<file path="src/hw/rtl/sitda_pkg.sv">
package sitda_pkg;

    // Width of the binary input and the number of decimal digits it can need.
    localparam int C_BIN_W    = 32;
    localparam int C_DIGITS   = 10;
    localparam int C_BCD_W    = 4 * C_DIGITS;
    localparam int C_STEP_W   = $clog2(C_BIN_W);
    localparam int C_NDIG_W   = 4;

    localparam logic [7:0] C_ASCII_ZERO  = 8'h30;
    localparam logic [7:0] C_ASCII_NINE  = 8'h39;
    localparam logic [7:0] C_ASCII_MINUS = 8'h2D;

    // Sequencer states of the top level.
    typedef enum logic [2:0] {
        ST_IDLE,
        ST_CONV,
        ST_TRIM,
        ST_SIGN,
        ST_DIGIT
    } t_state;

endpackage

</file>
<file path="src/hw/rtl/sitda_dabble.sv">
module sitda_dabble (
    input  logic                                i_clk,
    input  logic                                i_rst_n,
    input  logic                                i_load,
    input  logic [sitda_pkg::C_BIN_W-1:0]       i_mag,
    output logic                                o_done,
    output logic [sitda_pkg::C_BCD_W-1:0]       o_bcd
);

    // Shift-and-add-3 converter: one binary bit enters the BCD register per cycle.
    logic [sitda_pkg::C_BIN_W-1:0]  r_bin;
    logic [sitda_pkg::C_BCD_W-1:0]  r_bcd;
    logic [sitda_pkg::C_STEP_W-1:0] r_cnt;
    logic                           r_run;
    logic                           r_done;

    logic [sitda_pkg::C_BIN_W-1:0]  n_bin;
    logic [sitda_pkg::C_BCD_W-1:0]  n_bcd;
    logic [sitda_pkg::C_STEP_W-1:0] n_cnt;
    logic                           n_run;
    logic                           n_done;
    logic [sitda_pkg::C_BCD_W-1:0]  w_adj;

    always_comb begin
        for (int i = 0; i < sitda_pkg::C_DIGITS; i++) begin
            if (r_bcd[4*i +: 4] >= 4'd5) begin
                w_adj[4*i +: 4] = r_bcd[4*i +: 4] + 4'd3;
            end else begin
                w_adj[4*i +: 4] = r_bcd[4*i +: 4];
            end
        end
    end

    always_comb begin
        n_bin  = r_bin;
        n_bcd  = r_bcd;
        n_cnt  = r_cnt;
        n_run  = r_run;
        n_done = 1'b0;
        if (i_load) begin
            n_bin = i_mag;
            n_bcd = '0;
            n_cnt = '0;
            n_run = 1'b1;
        end else if (r_run) begin
            n_bcd = {w_adj[sitda_pkg::C_BCD_W-2:0], r_bin[sitda_pkg::C_BIN_W-1]};
            n_bin = {r_bin[sitda_pkg::C_BIN_W-2:0], 1'b0};
            n_cnt = r_cnt + 1'b1;
            if (r_cnt == sitda_pkg::C_STEP_W'(sitda_pkg::C_BIN_W - 1)) begin
                n_run  = 1'b0;
                n_done = 1'b1;
            end
        end
    end

    always_ff @(posedge i_clk) begin
        if (!i_rst_n) begin
            r_run  <= 1'b0;
            r_done <= 1'b0;
            r_cnt  <= '0;
        end else begin
            r_run  <= n_run;
            r_done <= n_done;
            r_cnt  <= n_cnt;
        end
    end

    always_ff @(posedge i_clk) begin
        r_bin <= n_bin;
        r_bcd <= n_bcd;
    end

    assign o_done = r_done;
    assign o_bcd  = r_bcd;

endmodule

</file>
<file path="src/hw/rtl/signed_int_to_decimal_ascii_unit.sv">
// Prints one signed 32-bit integer as decimal ASCII text. A request is taken
// when start is high while busy is low; busy then stays high until the last
// character of that number has been sent. Characters come out one per strobe
// on o_valid, most significant first: a '-' for negative values, then the
// digits without leading zeros, zero giving a single '0'. The most negative
// value prints as -2147483648. The final character has o_last set and carries
// the total character count, sign included; earlier characters carry a count
// of zero. The receiver cannot stall the block, so each character must be
// taken in the cycle its strobe is high. A request keeps the block busy while
// the shift-and-add-3 converter takes in the magnitude bit by bit, while the
// digits are handed over, while each digit position is either stripped as a
// leading zero or sent, while the count settles, and for the minus sign of a
// negative value. The busy time thus depends on the sign alone, whatever the
// number of digits.
module signed_int_to_decimal_ascii_unit (
    input  logic               i_clk,
    input  logic               i_rst_n,
    input  logic               start,
    output logic               busy,
    input  logic signed [31:0] i_value,
    output logic               o_valid,
    output logic [7:0]         o_character,
    output logic               o_last,
    output logic [3:0]         o_char_count
);

    localparam int C_TOP = sitda_pkg::C_BCD_W;

    sitda_pkg::t_state                r_state;
    sitda_pkg::t_state                n_state;
    logic                             r_neg;
    logic                             n_neg;
    logic [C_TOP-1:0]                 r_bcd;
    logic [C_TOP-1:0]                 n_bcd;
    logic [sitda_pkg::C_NDIG_W-1:0]   r_ndig;
    logic [sitda_pkg::C_NDIG_W-1:0]   n_ndig;
    logic [sitda_pkg::C_NDIG_W-1:0]   r_total;
    logic [sitda_pkg::C_NDIG_W-1:0]   n_total;
    logic                             r_valid;
    logic                             n_valid;
    logic [7:0]                       r_char;
    logic [7:0]                       n_char;
    logic                             r_last;
    logic                             n_last;
    logic [3:0]                       r_count;
    logic [3:0]                       n_count;

    logic                             w_load;
    logic [sitda_pkg::C_BIN_W-1:0]    w_mag;
    logic                             w_done;
    logic [C_TOP-1:0]                 w_bcd;
    logic [3:0]                       w_top;

    // Magnitude in unsigned arithmetic; the most negative value maps onto itself,
    // which read as unsigned is exactly 2147483648.
    assign w_mag = i_value[31] ? (32'd0 - $unsigned(i_value)) : $unsigned(i_value);
    assign w_top = r_bcd[C_TOP-1 -: 4];

    sitda_dabble u_dabble (
        .i_clk   (i_clk),
        .i_rst_n (i_rst_n),
        .i_load  (w_load),
        .i_mag   (w_mag),
        .o_done  (w_done),
        .o_bcd   (w_bcd)
    );

    always_comb begin
        n_state = r_state;
        n_neg   = r_neg;
        n_bcd   = r_bcd;
        n_ndig  = r_ndig;
        n_total = r_total;
        n_valid = 1'b0;
        n_char  = r_char;
        n_last  = 1'b0;
        n_count = '0;
        w_load  = 1'b0;
        unique case (r_state)
            sitda_pkg::ST_IDLE: begin
                if (start) begin
                    n_neg   = i_value[31];
                    w_load  = 1'b1;
                    n_state = sitda_pkg::ST_CONV;
                end
            end
            sitda_pkg::ST_CONV: begin
                if (w_done) begin
                    n_bcd   = w_bcd;
                    n_ndig  = sitda_pkg::C_NDIG_W'(sitda_pkg::C_DIGITS);
                    n_state = sitda_pkg::ST_TRIM;
                end
            end
            sitda_pkg::ST_TRIM: begin
                // Strip leading zero digits, always keeping at least one digit.
                if (w_top == 4'd0 && r_ndig > 4'd1) begin
                    n_bcd  = {r_bcd[C_TOP-5:0], 4'd0};
                    n_ndig = r_ndig - 1'b1;
                end else begin
                    n_total = r_ndig + {3'd0, r_neg};
                    n_state = r_neg ? sitda_pkg::ST_SIGN : sitda_pkg::ST_DIGIT;
                end
            end
            sitda_pkg::ST_SIGN: begin
                n_valid = 1'b1;
                n_char  = sitda_pkg::C_ASCII_MINUS;
                n_state = sitda_pkg::ST_DIGIT;
            end
            sitda_pkg::ST_DIGIT: begin
                n_valid = 1'b1;
                n_char  = sitda_pkg::C_ASCII_ZERO + {4'd0, w_top};
                n_bcd   = {r_bcd[C_TOP-5:0], 4'd0};
                n_ndig  = r_ndig - 1'b1;
                if (r_ndig == 4'd1) begin
                    n_last  = 1'b1;
                    n_count = r_total;
                    n_state = sitda_pkg::ST_IDLE;
                end
            end
            default: begin
                n_state = sitda_pkg::ST_IDLE;
            end
        endcase
    end

    always_ff @(posedge i_clk) begin
        if (!i_rst_n) begin
            r_state <= sitda_pkg::ST_IDLE;
            r_valid <= 1'b0;
        end else begin
            r_state <= n_state;
            r_valid <= n_valid;
        end
    end

    always_ff @(posedge i_clk) begin
        r_neg   <= n_neg;
        r_bcd   <= n_bcd;
        r_ndig  <= n_ndig;
        r_total <= n_total;
        r_char  <= n_char;
        r_last  <= n_last;
        r_count <= n_count;
    end

    assign busy         = (r_state != sitda_pkg::ST_IDLE);
    assign o_valid      = r_valid;
    assign o_character  = r_char;
    assign o_last       = r_last;
    assign o_char_count = r_count;

`ifndef SYNTH
    // The final character of a number frees the block in the same cycle.
    a_last_frees: assert property (@(posedge i_clk) disable iff (!i_rst_n)
        (o_valid && o_last) |-> !busy)
        else $error("block still busy on the final character");

    // Only the final character carries a count.
    a_count_zero: assert property (@(posedge i_clk) disable iff (!i_rst_n)
        (o_valid && !o_last) |-> (o_char_count == 4'd0))
        else $error("count set on a character that is not the last");

    // The count on the final character is within one to eleven.
    a_count_range: assert property (@(posedge i_clk) disable iff (!i_rst_n)
        (o_valid && o_last) |-> (o_char_count >= 4'd1 && o_char_count <= 4'd11))
        else $error("character count out of range");

    // Every character sent is a minus sign or a decimal digit.
    a_char_set: assert property (@(posedge i_clk) disable iff (!i_rst_n)
        o_valid |-> (o_character == sitda_pkg::C_ASCII_MINUS
                     || (o_character >= sitda_pkg::C_ASCII_ZERO
                         && o_character <= sitda_pkg::C_ASCII_NINE)))
        else $error("character outside the decimal set");

    // A minus sign is never the final character.
    a_minus_not_last: assert property (@(posedge i_clk) disable iff (!i_rst_n)
        (o_valid && o_character == sitda_pkg::C_ASCII_MINUS) |-> !o_last)
        else $error("minus sign marked as last");
`endif

endmodule
</file>
<file path="config.mk">
export PLATFORM = sky130hd
export DESIGN_NAME = signed_int_to_decimal_ascii_unit
export DESIGN_NICKNAME = d
export VERILOG_FILES = /design/src/hw/rtl/sitda_pkg.sv /design/src/hw/rtl/sitda_dabble.sv /design/src/hw/rtl/signed_int_to_decimal_ascii_unit.sv
export SDC_FILE = /design/constraint.sdc
export NUM_CORES = 1
export LEC_CHECK = 0
export BUFFER_PORTS_ARGS = -buffer_cell sky130_fd_sc_hd__buf_2
export CELL_PAD_IN_SITES_DETAIL_PLACEMENT = 0
export CELL_PAD_IN_SITES_GLOBAL_PLACEMENT = 1
export CORE_ASPECT_RATIO = 2
export CORE_MARGIN = 5
export CORE_UTILIZATION = 44
export CTS_CLUSTER_DIAMETER = 200
export DETAILED_ROUTE_END_ITERATION = 16
export PLACE_DENSITY = 0.88
export SLEW_MARGIN = 10
export SYNTH_ARGS = -nofsm -noshare
export SYNTH_HDL_FRONTEND = slang
export SYNTH_SLANG_ARGS = --single-unit
</file>
<file path="constraint.sdc">
create_clock -name i_clk -period 4.4 [get_ports i_clk]
set_clock_uncertainty 0.05 [all_clocks]
set_input_delay 0.44 -clock i_clk [delete_from_list [all_inputs] [get_ports i_clk]]
set_output_delay 0.44 -clock i_clk [all_outputs]
set_load 0.05 [all_outputs]
</file>
After elaboration in Yosys (flattened, before gate mapping)
Cells that the tools add are included.
- add/sub/neg operators: 15
- $mul: 0
- divide/modulo/power cells: 0
- magnitude comparators: 11
- equal/unequal tests: 11
- shift operators: 0
- muxes and demuxes: 34
- bitwise gates (word level): 3
- reduce and logical (&&, ||, !) cells: 15
- operator list (kind ; count):
    one-hot mux 40 bit (3 select lines) ; 1
    2-to-1 mux 32 bit ; 3
    2-to-1 mux 40 bit ; 2
    2-to-1 mux 4 bit ; 11
    >= comparator 4 x 3 -> 1 bit (second input constant) ; 10
    adder 4 x 2 -> 4 bit (second input constant) ; 9
    subtractor 1 x 32 -> 32 bit (first input constant) ; 1
    2-to-1 mux 3 bit ; 6
    one-hot mux 8 bit (2 select lines) ; 1
    one-hot mux 3 bit (5 select lines) ; 1
    one-hot mux 4 bit (3 select lines) ; 1
    2-to-1 mux 1 bit ; 8
    inequality test 2 bit (second input constant) ; 4
    adder 6 x 4 -> 7 bit (first input constant) ; 1
    equality test 3 x 2 -> 1 bit (second input constant) ; 2
    AND reduction 2 bit ; 3
    nonzero test 3 bit ; 2
    adder 5 x 1 -> 5 bit (second input constant) ; 1
    equality test 5 bit (second input constant) ; 1
    adder 4 x 1 -> 4 bit ; 1
    equality test 4 x 1 -> 1 bit (second input constant) ; 1
    > comparator 4 x 1 -> 1 bit (second input constant) ; 1
    zero test 4 bit ; 1
    AND reduction 4 bit ; 1
    12 further kinds ; 16
- flip-flop bits (word level): 145
- bits in latches: 0
- memory bits (writable): 0
- memory bits (read-only): 0
- input bits: 35
- output and inout port bits: 15
- logic and storage cells: 103
- memories: 0

Logic depth before layout (Yosys ltp)
Gate-level depths: netlist of run 1.
- depth after elaboration: 4
- gate-level depth with buffers: 8
- gate-level depth less buffers: 7

Hierarchy
From an unflattened synthesis of run 1, not the netlist that was laid out.
- cells, all modules: 670
- area, all modules: 7480.9 µm²
- by module, submodules not included (module ; times used ; cells each ; area each (µm²) ; seq. area each (µm²)):
    sitda_dabble ; 1 ; 394 ; 4072.7 ; 1901.8
    signed_int_to_decimal_ascii_unit ; 1 ; 276 ; 3408.3 ; 1801.7

Worst setup path after synthesis of run 1
No wires, ideal clock.
- path kind: register to register
- start: register r_ndig[0] in the netlist's numbering
- end: register r_bcd[0], enable pin
- library setup time: 506 ps
- data arrival time: 4091 ps
- data required time: 3844 ps
- setup slack: -247 ps
- stages on the path, launching flop included: 7
- path buffers: 0
- period minus slack after synthesis: 4647 ps
- cell sequence: edfxtp_1 inv_1 ha_1 nor2_1 o31a_1 a21oi_1 o21ai_0
- word-level cells in the longest chain between the ends: 4
- RTL lines (what ; RTL line ; text):
    start: declaration ; signed_int_to_decimal_ascii_unit.sv:35 ; logic [sitda_pkg::C_NDIG_W-1:0] r_ndig;
    start signal: assignment ; signed_int_to_decimal_ascii_unit.sv:139 ; r_ndig <= n_ndig;
    > comparator 4 x 1 -> 1 bit ; signed_int_to_decimal_ascii_unit.sv:96 ; if (w_top == 4'd0 && r_ndig > 4'd1) begin
    logical AND 1 bit ; signed_int_to_decimal_ascii_unit.sv:96 ;
    inequality test 2 bit (no source line) ; n/a ;
    AND reduction 3 bit (no source line) ; n/a ;
    end signal: assignment ; signed_int_to_decimal_ascii_unit.sv:138 ; r_bcd <= n_bcd;
    end: declaration ; signed_int_to_decimal_ascii_unit.sv:33 ; logic [C_TOP-1:0] r_bcd;
No other way between the ends.
A chain may end at the register's enable or synchronous reset.

Worst setup path after layout of run 1
- start: register r_state[0]
- end: register r_bcd[26] (data pin)
- word-level cells in the longest chain between the ends: 2
- elaborated cells on any way between the ends: 4
- those cells by class: 3 x eq/ne; 1 x mux
- RTL lines (what ; RTL line ; text):
    start: declaration ; signed_int_to_decimal_ascii_unit.sv:29 ; sitda_pkg::t_state r_state;
    start signal: assignment ; signed_int_to_decimal_ascii_unit.sv:128 ; r_state <= sitda_pkg::ST_IDLE;
    start signal: assignment ; signed_int_to_decimal_ascii_unit.sv:131 ; r_state <= n_state;
    equality test 3 bit, or another cell as far along ; signed_int_to_decimal_ascii_unit.sv:79 ; unique case (r_state)
    one-hot mux 40 bit (3 select lines) (*) ; signed_int_to_decimal_ascii_unit.sv:79 ;
    via n_bcd[26] ; signed_int_to_decimal_ascii_unit.sv:34 ; logic [C_TOP-1:0] n_bcd;
The timed path passes the listed nets; every way through them passes the cells marked *.

==> impl_results.md, run 1 <==
* Top delay family on crit path: buffers and inverters
* Final core utilization at 50.79%
* Starting DRT DRC Count at between 200 and 250
* Multi-input logic area at ~3300 um2
* Post-synthesis instance total at ~670
* Main synth FF type: edfxtp_1
* Detailed Routing Iterations Pass 1 at 4
* Buf/Inv on CP at 2
* Max_cap viols at 0
* Initial antenna violation count at 0
* Die area at between 15000 and 20000 um2
* Routed wire length at ~14 mm
* Gr usage total at roughly 15%
* Die W at around 100 um
* Hpwl dp at 9.864 mm
* CP endpoint kind: register
* Critical path data required time at 4.51 ns
* Worst-path fanout max at 30
* Fin crit share at roughly 57%
* Via count at just under 5000
* Share of the yosys chip area belonging to registers at about half
* Syn Area/Cell at between 10 and 15 um2
* Setup TNS at 0 ns
* # clock sinks at between 100 and 150
* IO Port Bufs at between 40 and 50
* Share of cells above drive strength 1 at 19.50%
* Least-Margin Pin Slew at ~0.74 ns
* CTS tree: yes
* Layout area overhead at 13.83%
* Fin. max-slew vios at 0
* RSZ-0062 raised after global routing: no
* PwrDens at about 430 nW/um2
* Post-synthesis async set-or-reset flop share at 0%
* Crit path DAT at about 2.6 ns
* GRT overflow at 0
* Setup CP Type: register to register
* Yosys warns at 0
* CTS Buf Count at 17
* Post-Syn Area at a little over 7000 um2
* Layout fillers at roughly 1500
* H-tree Lvls at 4
* Crit path largest cell delay at about 0.5 ns
* Clk root buf: clkbuf_16
* Antenna cells at 0
* Vias per cell at 5.342
* I/O Pins at 50
* Min cycle time layout at between 2 and 3 ns
* WL/cell at roughly 15 um
* Maximum number of pins on one net before global-route repair at approximately 60
* Hold WS at 0.2411 ns
* Post-synthesis cell type count at 50
* Hold Fails Final Rpt at 0
* Worst-case clock buffer depth at 2
* Final net count at ~770
* Die H at between 150 and 200 um
* Clk_lat worst skew at roughly 0.41 ns
* Worst-path clk slew at roughly 0.060 ns
* Remaining DRCs at 0
* Status: finished, final reports clean
* Flops & latches, synth at roughly 140
* Post-CTS setup buffers at 0
* Post-CTS sizing at 0
* Cts hold-fix bufs at 0
* FP Rows at between 60 and 70
* Lkg Pwr at roughly 3.2 nW
* Core Region at roughly 16000 um2
* FF-to-FF setup slack at roughly 1.9 ns
* Final setup vio count at 0
* Relative slew margins at between 50% and 60%
* Crit path cell chain: nor2_1 > nand2_1 > inv_1 > a21oi_4 > buf_4 > mux2_2
* Maximum vdd ir drop at between 0.3 and 0.4 mV
* EDFF count, synth at 86
* Setup crit start kind: register
* Vias in the first global route at 5076
* Hold WC Path Type: primary input to register
* Slowest cell on crit path: dfxtp_1
* Starting density of the core at 44.62%
* Fmax at ~0.40 GHz
* Reg area at between 3000 and 4000 um2
* Antenna viol nets, final at 0
* Global-route wire length before repair at 23.32 mm
* Final GP Congestion at between 0.7 and 0.8
==> cells by family after synthesis <==
logic type               count (synthesis)  share of synthesized area [%]
XOR/XNOR                                48                          5.821
buffers and inverters                   62                          3.707
adder cells (fa/ha/maj)                 27                          4.678
multiplexers                            69                          10.19
flip-flops                             142                          51.28
AO/OA/AOI/OAI                          124                          10.86
other                                    2                         0.1040
AND/OR/NAND/NOR                        195                          13.36
==> cell type report <==
| cell class | count | area share [%] |
|---|---|---|
| clock inverter | 14 | 1.872 |
| clock buffer | 18 | 5.342 |
| sequential | 142 | 45.07 |
| timing repair buffer | 52 | 3.349 |
| tap | 204 | 3.105 |
| multi-input combinational | 466 | 39.85 |
| inverter | 31 | 1.416 |
==> cells in the mapped netlist (all sizes together) (13+ instances only) <==
master,number,area (um2)
clkbuf,15,56.30
ha,27,337.8
nand2,66,247.7
inv,30,112.6
nor2,49,183.9
mux2i,33,330.3
edfxtp,86,2582
o21ai,58,290.3
mux2,36,405.4
nand3,15,85.08
dfxtp,56,1121
xor2,31,271.5
buf,16,95.09
xnor2,17,148.9
nand2b,16,100.1
o31ai,13,102.6
a21oi,31,158.9
==> metrics by stage <==
| step | instance area [um2] | power [W] | worst slack, ns | std cells |
|---|---|---|---|---|
| 2_1_floorplan | 7226 | 0.001972 | 0.9411 | 670 |
| 3_3_place_gp | 7627 | 0.002074 | 1.910 | 895 |
| 3_5_place_dp | 7627 | 0.002103 | 1.893 | 895 |
| 4_1_cts | 8220 | 0.003542 | 1.879 | 927 |
| 5_1_grt | 8220 | 0.003667 | 1.716 | 927 |
| 6_report | 8220 | 0.003508 | 1.884 | 927 |
==> placed cells by master, fill, tap and decap left out, types with 12 or more instances in the layout <==
cell type,synthesis,final
edfxtp_1,86,86
nand2_1,66,65
dfxtp_1,56,55
nor2_1,49,49
o21ai_0,48,47
buf_2,4,46
mux2_2,36,36
mux2i_1,33,33
xor2_1,31,31
inv_1,30,30
a21oi_1,30,30
ha_1,27,27
xnor2_1,17,17
clkbuf_16,0,17
nand2b_1,16,16
nand3_1,13,13
o31ai_1,12,12
==> power breakdown <==
part	leakage (nW)	switching (W)	internal (W)	total [W]
sequential	1.27	0.0000657	0.00155	0.00161
combinational	1.61	0.000275	0.000187	0.000461
clock	0.289	0.000576	0.000859	0.00143
==> registers in the layout (all words and copies together) (netlist names) <==
signal	cells
o_character	5
r_bcd	40
u_dabble.r_cnt	5
r_ndig	4
u_dabble.r_run	1
r_total	4
o_last	1
r_neg	1
o_valid	1
u_dabble.o_done	1
r_state	3
u_dabble.r_bin	32
o_char_count	4
u_dabble.o_bcd	40
==> final timing paths <==
check	start	endpoint	cells past startpoint
max	r_state[0]	r_bcd[26]	6
max reg2reg	r_state[0]	r_bcd[26]	6
min reg2reg	r_total[3]	o_char_count[3]	1
min	i_rst_n	o_valid	2
==> worst register-to-register path: cells and delay by family, from the launching register on <==
kind	cells	cell delay, ns
multiplexers	1	0.40
flip-flops	1	0.50
AND/OR/NAND/NOR	2	0.26
AO/OA/AOI/OAI	1	0.44
buffers and inverters	2	0.63
==> per-layer routing <==
| layer | track usage (%) | routed length (um) | vias up |
|---|---|---|---|
| met4 | 7.577 | 365 | 0 |
| met2 | 29.46 | 8153 | 76 |
| met5 | 0 | 0 | - |
| met1 | 14.74 | 5072 | 2403 |
| met3 | 3.287 | 366 | 27 |
| li1 | - | - | 2446 |
(Power assumes the default switching activity.)
==> run 2, diff against run 1 <==
- ABC_AREA: not set -> 1
- CORE_UTILIZATION: 44 -> 46
- PLACE_DENSITY: 0.88 -> 0.91
- clock period: 4.4 -> 2.5 ns (I/O delays scaled with it)
==> impl_results.md, run 2 <==
* # clock sinks at 142 (unchanged)
* Final net count at 977 (was 772)
* Worst-path clk slew at 0.06 ns (about the same)
* Starting DRT DRC Count at 264 (was 213)
* Setup CP Type: register to register (unchanged)
* Initial antenna violation count at 0 (unchanged)
* Share of the synthesized area in the top cell type at 34.89% (was 35.76%)
* Post-synthesis instance total at 868 (was 669)
* Final setup vio count at 0 (unchanged)
* Crit path largest cell delay at 0.51 ns (was 0.50 ns)
* Min cycle time layout at 1.964 ns (was 2.516 ns)
* Stages on worst setup path at 6 (unchanged)
* Clock Power Share at 32.3% (was 40.9%)
* Status: finished, final reports clean (unchanged)
* Hpwl dp at 12.22 mm (was 9.864 mm)
* Logic pwr share at 23.1% (was 13.2%)
* Hold WC Path Type: primary input to register (unchanged)
* Fin crit share at 78.58% (was 57.17%)
* Cells on worst reg2reg path at 6 (unchanged)
* Main synth FF type: edfxtp_1 (unchanged)
* Routed wire length at 16.69 mm (was 13.96 mm)
* Antenna cells at 0 (unchanged)
* Worst-case clock buffer depth at 2 (unchanged)
* Commonest cells after routing, fill and taps aside: nand2_1, inv_1, o21ai_0 (was edfxtp_1, nand2_1, dfxtp_1)
* Fmax at 0.5090 GHz (was 0.3975 GHz)
* Fin. max-slew vios at 0 (unchanged)
* Layout area overhead at 13.89% (was 13.83%)
* Die area at 18880 um2 (was 19230 um2)
* Syn Area/Cell at 8.528 um2 (was 10.80 um2)
* WL/cell at 14.78 um (was 15.06 um)
* Slowest cell on crit path: a21oi_1 (was dfxtp_1)
* Most instantiated cells after synthesis: nand2_1, inv_1, o21ai_0, edfxtp_1, nor2_1 (was edfxtp_1, nand2_1, dfxtp_1, nor2_1, o21ai_0)
* Area leader, netlist: edfxtp_1 (unchanged)
* Hold WS at 0.07464 ns (was 0.2411 ns)
* Internal Pwr Total at 0.005632 W (was 0.002592 W)
* Crit path DAT at 2.07 ns (was 2.63 ns)
* Maximum number of pins on one net before global-route repair at 79 (was 61)
* Antenna viol nets, final at 0 (unchanged)
* Crit path cell chain: inv_1 > ha_1 > o21ai_0 > a21oi_1 > nor2_4 > buf_12 (was nor2_1 > nand2_1 > inv_1 > a21oi_4 > buf_4 > mux2_2)
* GRT overflow at 0 (unchanged)
* Final core utilization at 53.43% (was 50.79%)
* IO Port Bufs at 46 (unchanged)
* FP Rows at 65 (was 66)
* Buf/Inv on CP at 2 (unchanged)
* CTS tree: yes (unchanged)
* Share of the yosys chip area belonging to registers at 50.03% (was 51.28%)
* Worst-path fanout max at 44 (was 30)
* Max_cap viols at 0 (unchanged)
* Via count at 5926 (was 4952)
* Vias in the first global route at 6088 (was 5076)
* Yosys warns at 0 (unchanged)
* Post-synthesis async set-or-reset flop share at 0% (unchanged)
* Starting density of the core at 46.92% (was 44.62%)
* Post-synthesis cell type count at 37 (was 50)
* Clk root buf: clkbuf_16 (unchanged)
* Setup crit start kind: register (unchanged)
* Flops & latches, synth at 142 (unchanged)
* Post-route cell area at 8431 um2 (was 8220 um2)
* Die W at 99.70 um (was 100.6 um)
* Die H at 189.4 um (was 191.2 um)
* NetSw at 0.002569 W (was 0.0009158 W)
* CTS Buf Count at 17 (unchanged)
* H-tree Lvls at 4 (unchanged)
* Top-count cell post-synth: nand2_1 (was edfxtp_1)
* Least-Margin Pin Slew at 0.5840 ns (was 0.7401 ns)
* Relative slew margins at 61.07% (was 50.66%)
* CP endpoint kind: register (unchanged)
* Post-CTS sizing at 0 (unchanged)
* Clk_lat worst skew at 0.41 ns (about the same)
* Top delay family on crit path: compound AO/OA/AOI/OAI gates (was buffers and inverters)
* Global-route wire length before repair at 27.74 mm (was 23.32 mm)
* Power consumption at 0.008201 W (was 0.003508 W)
* Maximum vdd ir drop at 0.5012 mV (was 0.3029 mV)
* Setup TNS at 0 ns (unchanged)
* RSZ-0062 raised after global routing: no (unchanged)
* Detailed Routing Iterations Pass 1 at 5 (was 4)
* Final GP Congestion at 0.8982 (was 0.7873)
* Lkg Pwr at 3.537 nW (was 3.175 nW)
* Critical path data required time at 2.60 ns (was 4.51 ns)
* EDFF count, synth at 86 (unchanged)
* Post-CTS setup buffers at 0 (unchanged)
* Most common cell after layout, fill and taps aside: nand2_1 (was edfxtp_1)
* Share of cells above drive strength 1 at 13.25% (was 19.50%)
* Sw frac at 31.33% (was 26.11%)
* Post-Syn Area at 7402 um2 (was 7222 um2)
* Core Region at 15780 um2 (was 16190 um2)
* Post-place instance area at 7810 um2 (was 7627 um2)
* Worst hold path depth at 3 (was 2)
* Hold Fails Final Rpt at 0 (unchanged)
* Gr usage total at 18.47% (was 15.30%)
* Vias per cell at 5.249 (was 5.342)
* Cts hold-fix bufs at 0 (unchanged)
* PwrDens at 972.7 nW/um2 (was 426.7 nW/um2)
* Top cells by area, synth: edfxtp_1, dfxtp_1, nand2_1 (was edfxtp_1, dfxtp_1, mux2_2)
* Seq pwr share at 44.6% (was 45.9%)
* Remaining DRCs at 0 (unchanged)
* I/O Pins at 50 (unchanged)
-- run 2: cell count changes after synthesis, sizes merged, moves of 33 or more --
cell and change:
inv +83, mux2 -36, mux2i -33, nand2 +141, nand3 +40, o21ai +57
-- run 2: worst register-to-register path, stage by stage, from the launching register on --
cell and delay, ns:
edfxtp_1 0.43, inv_1 0.11, ha_1 0.18, o21ai_0 0.12, a21oi_1 0.51, nor2_4 0.09
buf_12 0.21
-- run 2: final cells by class --
class	count	area, um2
fillers	1521	7347
inverters	114	427.9
multi-input cells	581	3062
clock inverters	14	191.4
repair buffers	59	365.4
well taps	201	251.5
flip-flops and latches	142	3704
clock buffers	18	429.2
-- run 2: power groups by stage --
stage	Clock, W	Sequential (W)	Combinational [W]
after floorplan	0	0.00365	0.00138
after global placement	0	0.00368	0.00189
after detailed placement	0	0.00370	0.00191
after CTS	0.00271	0.00366	0.00192
after global routing	0.00280	0.00372	0.00212
final	0.00265	0.00366	0.00189
-- run 2: metal layers --
layer	GRT usage, %	part of all wire [%]	up-vias	wire length [um]
met5	0	0	-	0
met4	9.627	3.6	0	605
met3	3.724	3.6	46	603
met2	35.98	57	130	9461
met1	17.42	36	2763	6016
li1	-	-	2987	-
-- run 2: final timing paths --
kind / to / from / slack, ns
hold reg to reg: u_dabble.o_bcd[0] / u_dabble.r_bin[31] / 0.39
hold / removal: r_state[1] / i_rst_n / 0.07
setup reg to reg: r_bcd[39] / r_ndig[0] / 0.54
setup / recovery: r_bcd[39] / r_ndig[0] / 0.54
-- run 2: kinds of logic (layout without fill, tap and decap cells) --
kind of cell / count (synthesis) / after routing / share of synthesized area [%]
simple gates: 344 / 344 / 19.51
flops: 142 / 142 / 50.03
xor+xnor: 17 / 17 / 2.011
fa+ha+maj: 27 / 27 / 4.564
compound gates: 190 / 190 / 15.03
buf+inv: 146 / 205 / 8.756
other cells: 2 / 3 / 0.1015
-- run 2: metrics by stage --
step	cells	worst slack [ns]
after floorplan	869	0.2992
after global placement	1097	0.5469
after detailed placement	1097	0.5310
after CTS	1129	0.5350
after global routing	1129	0.3870
final	1129	0.5356
==> run 3, diff against run 2 <==
- CORE_UTILIZATION: 46 -> 42
- PLACE_DENSITY: 0.91 -> 0.88
- clock period: 2.5 -> 1.65 ns (I/O delays scaled with it)
==> impl_results.md, run 3 (synthesis results as in run 2) <==
* Critical path data required time at 1.74 ns (was 2.60 ns)
* Worst-path clk slew at 0.06 ns (about the same)
* Top delay family on crit path: flip-flops (was compound AO/OA/AOI/OAI gates)
* Crit path DAT at 1.79 ns (was 2.07 ns)
* NetSw at 0.004311 W (was 0.002569 W)
* Clock Power Share at 29.9% (was 32.3%)
* Internal Pwr Total at 0.009386 W (was 0.005632 W)
* Reg area at 3712 um2 (was 3704 um2)
* Sw frac at 31.47% (was 31.33%)
* Final setup vio count at 42 (was 0)
* Met3 wire len at 613 um (was 603 um)
* Fin. max-slew vios at 0 (unchanged)
* Status: complete, but fails checks (was finished, final reports clean)
* Core Region at 17270 um2 (was 15780 um2)
* Fmax at 0.5864 GHz (was 0.5090 GHz)
* Die W at 103.9 um (was 99.70 um)
* Metal2 WL at 10.49 mm (was 9.461 mm)
* Layout area overhead at 23.09% (was 13.89%)
* Hold WC Path Type: primary input to register (unchanged)
* Layout fillers at 1587 (was 1521)
* Antenna cells at 0 (unchanged)
* FP Rows at 68 (was 65)
* Most common cell after layout, fill and taps aside: nand2_1 (unchanged)
* Max_cap viols at 0 (unchanged)
* Fin crit share at 103.4% (was 78.58%)
* Setup crit start kind: register (unchanged)
* Gr usage total at 17.95% (was 18.47%)
* Vias per cell at 5.209 (was 5.249)
* Violated checks: setup timing
* Routed wire length at 18.40 mm (was 16.69 mm)
* Final GP Congestion at 0.8406 (was 0.8982)
* Worst setup margin at -0.05530 ns (was 0.5356 ns)
* Crit path cell chain: inv_2 > ha_4 > o21ai_4 > a21oi_2 > nor2_4 > buf_12 > clkbuf_16 (was inv_1 > ha_1 > o21ai_0 > a21oi_1 > nor2_4 > buf_12)
* Post-place instance area at 8163 um2 (was 7810 um2)
* H-tree Lvls at 4 (unchanged)
* RSZ-0062 raised after global routing: yes (was no)
* Worst-case clock buffer depth at 2 (unchanged)
* Vias in the first global route at 6350 (was 6088)
* Setup CP Type: register to register (unchanged)
* Antenna viol nets, final at 0 (unchanged)
* Die H at 197.7 um (was 189.4 um)
* Remaining DRCs at 0 (unchanged)
* Starting DRT DRC Count at 303 (was 264)
* Seq pwr share at 40.6% (was 44.6%)
* Slowest cell on crit path: edfxtp_1 (was a21oi_1)
* GRT overflow at 0 (unchanged)
* Maximum number of pins on one net before global-route repair at 47 (was 79)
* Final net count at 1025 (was 977)
* Hpwl dp at 12.73 mm (was 12.22 mm)
* Maximum vdd ir drop at 0.7709 mV (was 0.5012 mV)
* Detailed Routing Iterations Pass 1 at 5 (unchanged)
* Clk root buf: clkbuf_16 (unchanged)
* Hold Fails Final Rpt at 0 (unchanged)
* Buf/Inv on CP at 3 (was 2)
* # clock sinks at 142 (unchanged)
* Die area at 20540 um2 (was 18880 um2)
* Starting density of the core at 42.86% (was 46.92%)
* Share of cells above drive strength 1 at 19.49% (was 13.25%)
* Post-route cell area at 9111 um2 (was 8431 um2)
* Min cycle time layout at 1.705 ns (was 1.964 ns)
* Logic pwr share at 29.5% (was 23.1%)
* CTS Buf Count at 17 (unchanged)
* Top Metal Used: met4 (unchanged)
* Commonest cells after routing, fill and taps aside: nand2_1, inv_1, o21ai_0, edfxtp_1, nor2_1 (was nand2_1, inv_1, o21ai_0)
* I/O Pins at 50 (unchanged)
* Initial antenna violation count at 0 (unchanged)
* PwrDens at 1503 nW/um2 (was 972.7 nW/um2)
* Clk_lat worst skew at 0.42 ns (was 0.41 ns)
* WL/cell at 15.53 um (was 14.78 um)
* Via count at 6173 (was 5926)
* Worst-path fanout max at 8 (was 44)
* CTS tree: yes (unchanged)
* CP endpoint kind: register (unchanged)
* Crit path largest cell delay at 0.40 ns (was 0.51 ns)
* Multi-input logic area at 3139 um2 (was 3062 um2)
* Met1 WL at 6.774 mm (was 6.016 mm)
* Setup TNS at -1.049 ns (was 0 ns)
* Lkg Pwr at 3.848 nW (was 3.537 nW)
* IO Port Bufs at 46 (unchanged)
* Global-route wire length before repair at 29.88 mm (was 27.74 mm)
## run 3: stage by stage
stage	utilization (%)	instances	worst slack (ns)	hold slack (ns)	power, W
2_1_floorplan	-	869	-0.4747	0.2139	0.007702
3_3_place_gp	47.26	1138	-0.06703	0.3780	0.008755
3_5_place_dp	47.26	1138	-0.07887	0.3787	0.008837
4_1_cts	51.98	1178	-0.05332	0.05656	0.01354
5_1_grt	52.75	1185	-0.1178	0.08419	0.01444
6_report	52.75	1185	-0.05530	0.07351	0.01370
## run 3: what timing repair did
action | 4_1_cts | 5_1_grt
buffers inserted | 5 | 5
resized for setup | 13 | 25
hold buffers | 1 | 0
endpoints found under the setup margin | 47 | 93
pin swaps | 3 | 7
endpoints found under the hold margin | 1 | 0
cloned | 3 | 2
## run 3: final cells by class
| cell class | count | share of cell area [%] |
|---|---|---|
| Multi-Input combinational cell | 581 | 34.45 |
| Clock inverter | 12 | 1.703 |
| Timing Repair Buffer | 107 | 10.27 |
| Sequential cell | 142 | 40.74 |
| Inverter | 114 | 4.724 |
| Clock buffer | 19 | 5.218 |
| Tap cell | 210 | 2.884 |
## run 3: final timing paths
check,start,endpoint,slack (ns),cells after the start
max,r_ndig[0],r_bcd[27],-0.06,7
min,i_value[28],u_dabble.r_bin[28],0.07,4
max reg2reg,r_ndig[0],r_bcd[27],-0.06,7
min reg2reg,u_dabble.r_bin[31],u_dabble.o_bcd[0],0.40,2
## run 3: power groups by stage
stage | Clock (W) | Combinational, W | Sequential [W]
detailed placement | 0 | 0.00324 | 0.00560
global placement | 0 | 0.00319 | 0.00557
floorplan | 0 | 0.00218 | 0.00552
CTS | 0.00417 | 0.00383 | 0.00555
finish | 0.00409 | 0.00405 | 0.00556
global route | 0.00432 | 0.00447 | 0.00565
## run 3: worst register-to-register path, stage by stage, from the launching register on
cell and delay, ns:
edfxtp_1 0.40, inv_2 0.08, ha_4 0.17, o21ai_4 0.17, a21oi_2 0.11, nor2_4 0.15, buf_12 0.15, clkbuf_16 0.16
## run 3: metal layers
metal	vias up	track usage (%)
li1	3100	-
met1	2902	17.57
met2	130	35.37
met3	41	2.904
met4	0	9.270
met5	-	0
